**src/hw/rtl/mpk_pkg.sv**
```systemverilog
// Shared types and constants of the Morse paddle keyer and decoder.
package mpk_pkg;

    localparam int TABLE_DEPTH_DEFAULT = 64;
    localparam int TIMER_BITS_DEFAULT  = 16;

    localparam int SPEED_W     = 7;
    localparam int CFG_INDEX_W = 2;
    localparam int CFG_DATA_W  = 7;

    localparam int DOT_NUMERATOR = 1200;
    localparam int DIV_STEPS     = $clog2(DOT_NUMERATOR + 1);
    localparam int DOT_W         = DIV_STEPS;
    localparam int DOT3_W        = DOT_W + 1;

    localparam logic [SPEED_W-1:0] SPEED_RESET   = SPEED_W'(20);
    localparam logic [7:0]         PATTERN_EMPTY = 8'h80;
    localparam int                 CHAR_BASE     = 44;

    localparam logic OP_TICK     = 1'b0;
    localparam logic OP_TABLE_WR = 1'b1;

    localparam logic [CFG_INDEX_W-1:0] CFG_SPEED_WPM     = 2'd0;
    localparam logic [CFG_INDEX_W-1:0] CFG_MANUAL_MODE   = 2'd1;
    localparam logic [CFG_INDEX_W-1:0] CFG_TABLE_ENTRIES = 2'd2;

    typedef struct packed {
        logic       opcode;
        logic       dit_paddle;
        logic       dah_paddle;
        logic       straight_key;
        logic [5:0] table_index;
        logic [7:0] table_value;
    } cmd_t;

    typedef struct packed {
        logic       key_out;
        logic       char_valid;
        logic [6:0] char_code;
    } rsp_t;

endpackage

```
**src/hw/rtl/morse_paddle_keyer_decoder.sv**
```systemverilog
// Top level of the Morse paddle keyer with character decoder.
// The result of a timer tick or a table write is registered and appears in the cycle after the
// transfer, except for a tick that ends a character: that one first walks the code table through
// its single read port, one entry a cycle. The dot length 1200 / speed_wpm comes from a
// bit-serial divider that runs after reset and after each write of speed_wpm; no command is
// taken while it runs. A result waiting in the output register does not stop the next command
// from being taken, as long as the consumer is not stalling it.
module morse_paddle_keyer_decoder #(
    parameter int TABLE_DEPTH = mpk_pkg::TABLE_DEPTH_DEFAULT,
    parameter int TIMER_BITS  = mpk_pkg::TIMER_BITS_DEFAULT
) (
    input  logic                                clk,
    input  logic                                rst_n,
    input  logic                                cfg_we,
    input  logic [mpk_pkg::CFG_INDEX_W-1:0]     cfg_index,
    input  logic [mpk_pkg::CFG_DATA_W-1:0]      cfg_data,
    input  logic                                cmd_valid,
    output logic                                cmd_stall,
    input  mpk_pkg::cmd_t                       cmd,
    output logic                                rsp_valid,
    input  logic                                rsp_stall,
    output mpk_pkg::rsp_t                       rsp
);

    localparam int IW = (TABLE_DEPTH > 1) ? $clog2(TABLE_DEPTH) : 1;
    localparam int CW = $clog2(TABLE_DEPTH + 1);
    localparam int DW = mpk_pkg::DOT_W;
    localparam int D3W = mpk_pkg::DOT3_W;
    localparam int SW = mpk_pkg::SPEED_W;
    localparam int DCW = $clog2(mpk_pkg::DIV_STEPS);

    typedef enum logic [2:0] {
        ST_LOAD,
        ST_DIV,
        ST_SCALE,
        ST_IDLE,
        ST_SEARCH
    } seq_t;

    typedef enum logic [2:0] {
        PH_IDLE,
        PH_SEND_DIT,
        PH_SEND_DAH,
        PH_WAIT_DIT,
        PH_WAIT_DAH,
        PH_PAUSE,
        PH_CHAR_OUT
    } phase_t;

    seq_t   state_reg, state_next;
    phase_t phase_reg, phase_next, t_phase;

    logic [SW-1:0] speed_wpm_reg, speed_wpm_next;
    logic          manual_mode_reg, manual_mode_next;
    logic [6:0]    table_entries_reg, table_entries_next;

    logic [DW-1:0]  div_num_reg, div_num_next;
    logic [SW-1:0]  div_rem_reg, div_rem_next;
    logic [SW-1:0]  div_den_reg, div_den_next;
    logic [DCW-1:0] div_cnt_reg, div_cnt_next;
    logic [SW:0]    div_trial;
    logic           div_qbit;

    logic [DW-1:0]  dot_reg, dot_next;
    logic [D3W-1:0] dot2_reg, dot2_next;
    logic [D3W-1:0] dot3_reg, dot3_next;

    logic [TIMER_BITS-1:0] element_timer_reg, element_timer_next, t_element_timer, et_inc;
    logic [TIMER_BITS-1:0] gap_timer_reg, gap_timer_next, t_gap_timer;
    logic [7:0]            pattern_reg, pattern_next, t_pattern;
    logic                  key_line_reg, key_line_next, t_key_line;
    logic                  t_start_search;
    logic [D3W-1:0]        wait_limit;

    logic [7:0]    search_pat_reg, search_pat_next;
    logic [CW-1:0] issue_cnt_reg, issue_cnt_next;
    logic [IW-1:0] cmp_idx_reg, cmp_idx_next;
    logic          cmp_valid_reg, cmp_valid_next;
    logic [CW-1:0] entries_lim;
    logic          search_hit, search_miss, rd_en;
    logic [8:0]    code_sum;

    logic          rsp_valid_reg, rsp_valid_next;
    mpk_pkg::rsp_t rsp_reg, rsp_next;

    logic          cmd_fire, out_free, tbl_we;

    logic [7:0] code_table [TABLE_DEPTH];
    logic [7:0] rd_data_reg;

    assign out_free  = !rsp_valid_reg || !rsp_stall;
    assign cmd_stall = !((state_reg == ST_IDLE) && out_free);
    assign cmd_fire  = cmd_valid && !cmd_stall;
    assign rsp_valid = rsp_valid_reg;
    assign rsp       = rsp_reg;

    assign tbl_we = cmd_fire && (cmd.opcode == mpk_pkg::OP_TABLE_WR)
                    && (32'(cmd.table_index) < 32'(TABLE_DEPTH));

    assign entries_lim = (32'(table_entries_reg) > 32'(TABLE_DEPTH))
                         ? CW'(TABLE_DEPTH) : CW'(table_entries_reg);
    assign search_hit  = cmp_valid_reg && (rd_data_reg == search_pat_reg);
    assign search_miss = !cmp_valid_reg && (issue_cnt_reg >= entries_lim);
    assign rd_en       = (state_reg == ST_SEARCH) && !search_hit && !search_miss
                         && (issue_cnt_reg < entries_lim);
    assign code_sum    = 9'(cmp_idx_reg) + 9'(mpk_pkg::CHAR_BASE);

    assign div_trial = {div_rem_reg, div_num_reg[DW-1]};
    assign div_qbit  = (div_trial >= {1'b0, div_den_reg});

    assign et_inc     = element_timer_reg + TIMER_BITS'(1);
    assign wait_limit = (phase_reg == PH_WAIT_DIT) ? D3W'(dot_reg) : dot3_reg;

    // Keyer step for one timer tick.
    always_comb
    begin
        t_phase         = phase_reg;
        t_element_timer = et_inc;
        t_gap_timer     = gap_timer_reg;
        t_pattern       = pattern_reg;
        t_key_line      = key_line_reg;
        t_start_search  = 1'b0;
        if (manual_mode_reg)
        begin
            t_key_line = cmd.straight_key;
        end
        else
        begin
            unique case (phase_reg)
                PH_IDLE:
                begin
                    if (cmd.dit_paddle)
                    begin
                        t_phase = PH_SEND_DIT;
                    end
                    else if (cmd.dah_paddle)
                    begin
                        t_phase = PH_SEND_DAH;
                    end
                    t_gap_timer = gap_timer_reg + TIMER_BITS'(1);
                    if (32'(gap_timer_reg) > 32'(dot2_reg))
                    begin
                        t_phase = PH_CHAR_OUT;
                    end
                end
                PH_SEND_DIT:
                begin
                    t_element_timer = '0;
                    t_key_line      = 1'b1;
                    t_phase         = PH_WAIT_DIT;
                    t_pattern       = {1'b0, pattern_reg[7:1]};
                end
                PH_SEND_DAH:
                begin
                    t_element_timer = '0;
                    t_key_line      = 1'b1;
                    t_phase         = PH_WAIT_DAH;
                    t_pattern       = {1'b1, pattern_reg[7:1]};
                end
                PH_WAIT_DIT, PH_WAIT_DAH:
                begin
                    if (32'(et_inc) > 32'(wait_limit))
                    begin
                        t_key_line      = 1'b0;
                        t_element_timer = '0;
                        t_phase         = PH_PAUSE;
                    end
                end
                PH_PAUSE:
                begin
                    if (32'(et_inc) > 32'(dot_reg))
                    begin
                        t_phase = PH_IDLE;
                    end
                    t_gap_timer = '0;
                end
                PH_CHAR_OUT:
                begin
                    t_gap_timer = '0;
                    if (pattern_reg != mpk_pkg::PATTERN_EMPTY)
                    begin
                        t_pattern      = mpk_pkg::PATTERN_EMPTY;
                        t_start_search = (entries_lim != '0);
                    end
                    t_phase = PH_IDLE;
                end
                default:
                begin
                    t_phase = PH_IDLE;
                end
            endcase
        end
    end

    always_comb
    begin
        state_next         = state_reg;
        speed_wpm_next     = speed_wpm_reg;
        manual_mode_next   = manual_mode_reg;
        table_entries_next = table_entries_reg;
        div_num_next       = div_num_reg;
        div_rem_next       = div_rem_reg;
        div_den_next       = div_den_reg;
        div_cnt_next       = div_cnt_reg;
        dot_next           = dot_reg;
        dot2_next          = dot2_reg;
        dot3_next          = dot3_reg;
        phase_next         = phase_reg;
        element_timer_next = element_timer_reg;
        gap_timer_next     = gap_timer_reg;
        pattern_next       = pattern_reg;
        key_line_next      = key_line_reg;
        search_pat_next    = search_pat_reg;
        issue_cnt_next     = issue_cnt_reg;
        cmp_idx_next       = cmp_idx_reg;
        cmp_valid_next     = cmp_valid_reg;
        rsp_valid_next     = rsp_valid_reg && rsp_stall;
        rsp_next           = rsp_reg;

        unique case (state_reg)
            ST_LOAD:
            begin
                div_num_next = DW'(mpk_pkg::DOT_NUMERATOR);
                div_rem_next = '0;
                div_den_next = (speed_wpm_reg == '0) ? SW'(1) : speed_wpm_reg;
                div_cnt_next = '0;
                state_next   = ST_DIV;
            end
            ST_DIV:
            begin
                div_rem_next = div_qbit ? SW'(div_trial - {1'b0, div_den_reg})
                                        : SW'(div_trial);
                div_num_next = {div_num_reg[DW-2:0], div_qbit};
                div_cnt_next = div_cnt_reg + DCW'(1);
                if (div_cnt_reg == DCW'(mpk_pkg::DIV_STEPS - 1))
                begin
                    state_next = ST_SCALE;
                end
            end
            ST_SCALE:
            begin
                dot_next   = div_num_reg;
                dot2_next  = {div_num_reg, 1'b0};
                dot3_next  = D3W'(div_num_reg) + {div_num_reg, 1'b0};
                state_next = ST_IDLE;
            end
            ST_IDLE:
            begin
                if (cmd_fire)
                begin
                    if (cmd.opcode == mpk_pkg::OP_TICK)
                    begin
                        phase_next         = t_phase;
                        element_timer_next = t_element_timer;
                        gap_timer_next     = t_gap_timer;
                        pattern_next       = t_pattern;
                        key_line_next      = t_key_line;
                    end
                    if ((cmd.opcode == mpk_pkg::OP_TICK) && t_start_search)
                    begin
                        search_pat_next = pattern_reg;
                        issue_cnt_next  = '0;
                        cmp_valid_next  = 1'b0;
                        state_next      = ST_SEARCH;
                    end
                    else
                    begin
                        rsp_valid_next     = 1'b1;
                        rsp_next.key_out   = (cmd.opcode == mpk_pkg::OP_TICK)
                                             ? t_key_line : key_line_reg;
                        rsp_next.char_valid = 1'b0;
                        rsp_next.char_code  = '0;
                    end
                end
            end
            ST_SEARCH:
            begin
                if (search_hit || search_miss)
                begin
                    if (out_free)
                    begin
                        rsp_valid_next      = 1'b1;
                        rsp_next.key_out    = key_line_reg;
                        rsp_next.char_valid = search_hit;
                        rsp_next.char_code  = search_hit ? code_sum[6:0] : 7'd0;
                        state_next          = ST_IDLE;
                    end
                end
                else
                begin
                    cmp_valid_next = rd_en;
                    cmp_idx_next   = IW'(issue_cnt_reg);
                    if (rd_en)
                    begin
                        issue_cnt_next = issue_cnt_reg + CW'(1);
                    end
                end
            end
            default:
            begin
                state_next = ST_LOAD;
            end
        endcase

        if (cfg_we)
        begin
            unique case (cfg_index)
                mpk_pkg::CFG_SPEED_WPM:
                begin
                    speed_wpm_next = SW'(cfg_data);
                    state_next     = ST_LOAD;
                end
                mpk_pkg::CFG_MANUAL_MODE:
                begin
                    manual_mode_next = cfg_data[0];
                end
                mpk_pkg::CFG_TABLE_ENTRIES:
                begin
                    table_entries_next = cfg_data[6:0];
                end
                default:
                begin
                end
            endcase
        end
    end

    always_ff @(posedge clk or negedge rst_n)
    begin
        if (!rst_n)
        begin
            state_reg         <= ST_LOAD;
            speed_wpm_reg     <= mpk_pkg::SPEED_RESET;
            manual_mode_reg   <= 1'b0;
            table_entries_reg <= '0;
            div_num_reg       <= '0;
            div_rem_reg       <= '0;
            div_den_reg       <= '0;
            div_cnt_reg       <= '0;
            dot_reg           <= '0;
            dot2_reg          <= '0;
            dot3_reg          <= '0;
            phase_reg         <= PH_IDLE;
            element_timer_reg <= '0;
            gap_timer_reg     <= '0;
            pattern_reg       <= mpk_pkg::PATTERN_EMPTY;
            key_line_reg      <= 1'b0;
            search_pat_reg    <= '0;
            issue_cnt_reg     <= '0;
            cmp_idx_reg       <= '0;
            cmp_valid_reg     <= 1'b0;
            rsp_valid_reg     <= 1'b0;
            rsp_reg           <= '0;
        end
        else
        begin
            state_reg         <= state_next;
            speed_wpm_reg     <= speed_wpm_next;
            manual_mode_reg   <= manual_mode_next;
            table_entries_reg <= table_entries_next;
            div_num_reg       <= div_num_next;
            div_rem_reg       <= div_rem_next;
            div_den_reg       <= div_den_next;
            div_cnt_reg       <= div_cnt_next;
            dot_reg           <= dot_next;
            dot2_reg          <= dot2_next;
            dot3_reg          <= dot3_next;
            phase_reg         <= phase_next;
            element_timer_reg <= element_timer_next;
            gap_timer_reg     <= gap_timer_next;
            pattern_reg       <= pattern_next;
            key_line_reg      <= key_line_next;
            search_pat_reg    <= search_pat_next;
            issue_cnt_reg     <= issue_cnt_next;
            cmp_idx_reg       <= cmp_idx_next;
            cmp_valid_reg     <= cmp_valid_next;
            rsp_valid_reg     <= rsp_valid_next;
            rsp_reg           <= rsp_next;
        end
    end

    always_ff @(posedge clk)
    begin
        if (tbl_we)
        begin
            code_table[IW'(cmd.table_index)] <= cmd.table_value;
        end
        if (rd_en)
        begin
            rd_data_reg <= code_table[IW'(issue_cnt_reg)];
        end
    end

endmodule

```
**config.mk**
```make
export PLATFORM = sky130hd
export DESIGN_NAME = morse_paddle_keyer_decoder
export DESIGN_NICKNAME = d
export VERILOG_FILES = /design/src/hw/rtl/mpk_pkg.sv /design/src/hw/rtl/morse_paddle_keyer_decoder.sv
export SDC_FILE = /design/constraint.sdc
export NUM_CORES = 1
export LEC_CHECK = 0
export ABC_AREA = 0
export ABC_CLOCK_PERIOD_IN_PS = 3200
export BUFFER_PORTS_ARGS = -buffer_cell sky130_fd_sc_hd__buf_2
export CORE_ASPECT_RATIO = 0.9
export CORE_MARGIN = 3
export CORE_UTILIZATION = 54
export DETAILED_ROUTE_END_ITERATION = 10
export PLACE_DENSITY = 0.71
export SLEW_MARGIN = 20
export SYNTH_ARGS = -nofsm -noshare
export SYNTH_HDL_FRONTEND = slang
export SYNTH_SLANG_ARGS = --single-unit
```
**constraint.sdc**
```tcl
create_clock -name clk -period 3.2 [get_ports clk]
set_clock_uncertainty 0.05 [all_clocks]
set_input_delay 0.32 -clock clk [delete_from_list [all_inputs] [get_ports clk]]
set_output_delay 0.32 -clock clk [all_outputs]
set_load 0.02 [all_outputs]
```
==> flow_summary_export.csv <==
group,metric,value,unit
critical_path,required,3.64,ns
timing,setup_slack,-0.0182,ns
logic_synthesis,synth_edf_count,520,
floorplanning,rows,79,
drt,wire_per_inst,23.8,um
critical_path,setup.worst_path.end_class,"register",
timing,hold_viol_final,0,
drt,antenna_left,0,
drt,vias,16300,
critical_path,critPathMaxFanout,7,
finish,layout-drive-gt1-share,0.264,
drt,wirelength,63.6,mm
power,clkPwrFrac,0.361,
logic_synthesis,synth-async-reset-ratio,0.218,
global_routing,grt_antenna_before_repair,0,
finish,antenna_cells,0,
placement,place.gp.congestion,0.867,
floorplanning,initial_utilization,0.550,
power,power_density,651,mW/mm^2
clock_tree,clk_latency,0.61,ns
finish,fill_cells,3561,
logic_synthesis,synth_area_leaders,"edfxtp_1, mux4_2, dfrtp_1",
clock_tree,cts.clk_slew.worst_paths,0.06,ns
finish,syn_to_final_growth,15.3,%
critical_path,critPathKind,"reg -> reg",
floorplanning,io_pins,43,
job,cap_violations,0,
placement,dpl_cell_area,0.0304,sq mm
logic_synthesis,syn_nets,1858,
timing,worst_pin_slew,0.845,ns
logic_synthesis,yosys.cell_count.top_type,"edfxtp_1",
logic_synthesis,synthCells,1761,
global_routing,grt_pass1_wl,98.5,mm
power,p_int,15.7,mW
logic_synthesis,yosys.area.top_type_share,0.545,
power,pwr-share-comb,0.168,
timing,final-setup-viol-count,7,
logic_synthesis,ys_ff_latch,665,
clock_tree,htreeDepth,3,
power,ir_drop,0.000585,V
logic_synthesis,ys.flop_type,"edfxtp_1",
logic_synthesis,post_synth_num_cell_types,76,
timing,maxSlewViolCount,0,
clock_tree,cts_buffers,69,
logic_synthesis,synthTopCellsByCount,"edfxtp_1, mux4_2, dfrtp_1",
timing,fin_crit_sh,1.01,
logic_synthesis,postSynthAreaPerCell,16.3,sq um
drt,drtIter0Drc,1789,
power,leakagePower,12.1,nW
timing,rsz0062_at_grt,"true",
global_routing,grt_pass1_vias,16200,
hold_path,hp-class,"in -> reg",
drt,drt-vias-per-instance,6.09,
drt,drc,0,
power,p_sw,5.80,mW
timing,slew_headroom,0.433,
power,pwr-share-seq,0.471,
floorplanning,die_w,249,um
clock_tree,clock_path_buffers,3,
global_routing,grt_max_degree,88,
logic_synthesis,yosysTopAreaCell,"edfxtp_1",
finish,fin_area,0.0330,sq mm
clock_tree,clock-sinks,665,
critical_path,startpoint_type,"register",
placement,io_buffers,42,
global_routing,grt_use_total,0.231,
critical_path,crit_arrival,3.65,ns
global_routing,globalRoute.totalOverflow,0,
timing,finalCriticalPeriod,3.22,ns
timing,fmax,311,MHz
outcome,status,"finished with violations",
timing,hold_slack,0.0808,ns
logic_synthesis,synth_area,0.0287,sq mm
finish,largest_register_ffs,512,
clock_tree,cts_tree,"done",
floorplanning,fp.dieH,225,um
outcome,violations,"negative setup slack",
clock_tree,root_buffer,"clkbuf_16",
finish,nNetsFinal,2024,
logic_synthesis,ys_warn_count,0,
drt,drtPass1Iterations,5,
floorplanning,coreArea,0.0521,sq mm
power,switching_share,0.270,
placement,dp_hpwl,40.5,mm
logic_synthesis,ys_seq_area_frac,0.672,
floorplanning,dieArea,0.0559,sq mm
==> logic make-up (layout without fill, tap and decap cells) <==
family / after synthesis / count (layout) / share of synthesized area
adders and majority gates: 65 / 65 / 0.0289
buffers and inverters: 129 / 349 / 0.0181
xor gates and xnor gates: 52 / 52 / 0.0159
AOI/OAI and AO/OA: 207 / 207 / 0.0474
DFF: 665 / 665 / 0.672
muxes: 201 / 201 / 0.145
and+or+nand+nor: 442 / 442 / 0.0733
==> cells in the final DEF (no fill, tap or decap), types with 8 or more instances in the layout <==
cell,instances
nor2b_1,12
inv_1,51
ha_1,62
dlygate4sd3_1,9
nor2_1,134
buf_2,33
buf_4,118
edfxtp_1,520
clkbuf_1,15
or3_1,11
nand4_1,16
clkbuf_16,72
dfrtp_1,133
xor2_1,20
mux2_2,28
nand2_1,120
mux4_2,168
and3_1,10
xnor2_1,28
o21ai_0,67
clkinv_1,11
buf_12,8
a21oi_1,46
nor4_1,8
nor3_1,24
nor3_2,13
a21o_1,14
clkinv_2,11
nand3_1,39
==> timing repair <==
action,CTS,global route
setup endpoints to repair,15,20
buffers inserted,2,10
pin swaps,8,16
endpoints found under the hold margin,99,0
cloned,1,0
gates resized for setup,21,30
hold buffers,9,0
==> power by group through the flow <==
stage	combinational (mW)	clock, mW	sequential [mW]
6_report	3.61	7.77	10.1
4_1_cts	3.47	7.90	10.1
2_1_floorplan	2.45	0	10.2
5_1_grt	4.04	8.25	10.2
3_3_place_gp	3.27	0	10.3
3_5_place_dp	3.40	0	10.3
==> path summary, 6_finish.rpt <==
kind / startpoint / end / slack (ns) / cells past startpoint
worst min-delay path: cfg_index[1] / manual_mode_reg$_DFFE_PN0P_ / 0.08 / 3
worst max-delay path: element_timer_reg[0]$_DFFE_PN0P_ / element_timer_reg[5]$_DFFE_PN0P_ / -0.02 / 15
worst max register to register: element_timer_reg[0]$_DFFE_PN0P_ / element_timer_reg[5]$_DFFE_PN0P_ / -0.02 / 15
max in group asynchronous: rst_n / pattern_reg[7]$_DFFE_PN1P_ / 2.00 / 3
min in group asynchronous: rst_n / gap_timer_reg[13]$_DFFE_PN0P_ / 0.31 / 2
worst min register to register: rsp[7]$_DFFE_PN0P_ / rsp[7]$_DFFE_PN0P_ / 0.43 / 1
==> metal layers <==
| metal | share of wire | track usage |
|---|---|---|
| met5 | 0 | 0 |
| met3 | 0.076 | 0.0432 |
| met2 | 0.46 | 0.350 |
| met1 | 0.44 | 0.355 |
| met4 | 0.018 | 0.0542 |
==> stage by stage <==
stage	setup slack, ns	utilization	power [mW]	std cells	TNS [ns]
after global placement	0.0715	0.583	13.5	2524	0
after CTS	-0.0335	0.631	21.5	2661	-0.170
after floorplan	0.00955	-	12.6	1761	0
after detailed placement	-0.0000315	0.583	13.7	2524	-0.0000315
after global routing	-0.119	0.634	22.5	2669	-1.38
final	-0.0182	0.634	21.5	2669	-0.0837
==> layout make-up <==
type / instances / area, sq um / share of cell area
clock buffers: 87 / 1850 / 0.0559
clock inverters: 38 / 357 / 0.0108
inverters: 52 / 195 / 0.00591
multi-input cells: 967 / 9150 / 0.277
flip-flops and latches: 665 / 19300 / 0.583
well taps: 688 / 861 / 0.0261
repair buffers: 172 / 1360 / 0.0412
==> critical path: stages, from the launching register on <==
cell	delay (ns)
dfrtp_2	0.40
ha_4	0.17
nand3_4	0.11
nor3_4	0.17
and2_4	0.20
xor2_2	0.08
ha_1	0.33
nand2_2	0.07
or2_4	0.24
a21o_1	0.16
a32oi_2	0.27
nand2_4	0.08
a2111oi_4	0.37
buf_4	0.19
clkbuf_16	0.15
nor3_1	0.05
(Power assumes the default switching activity.)
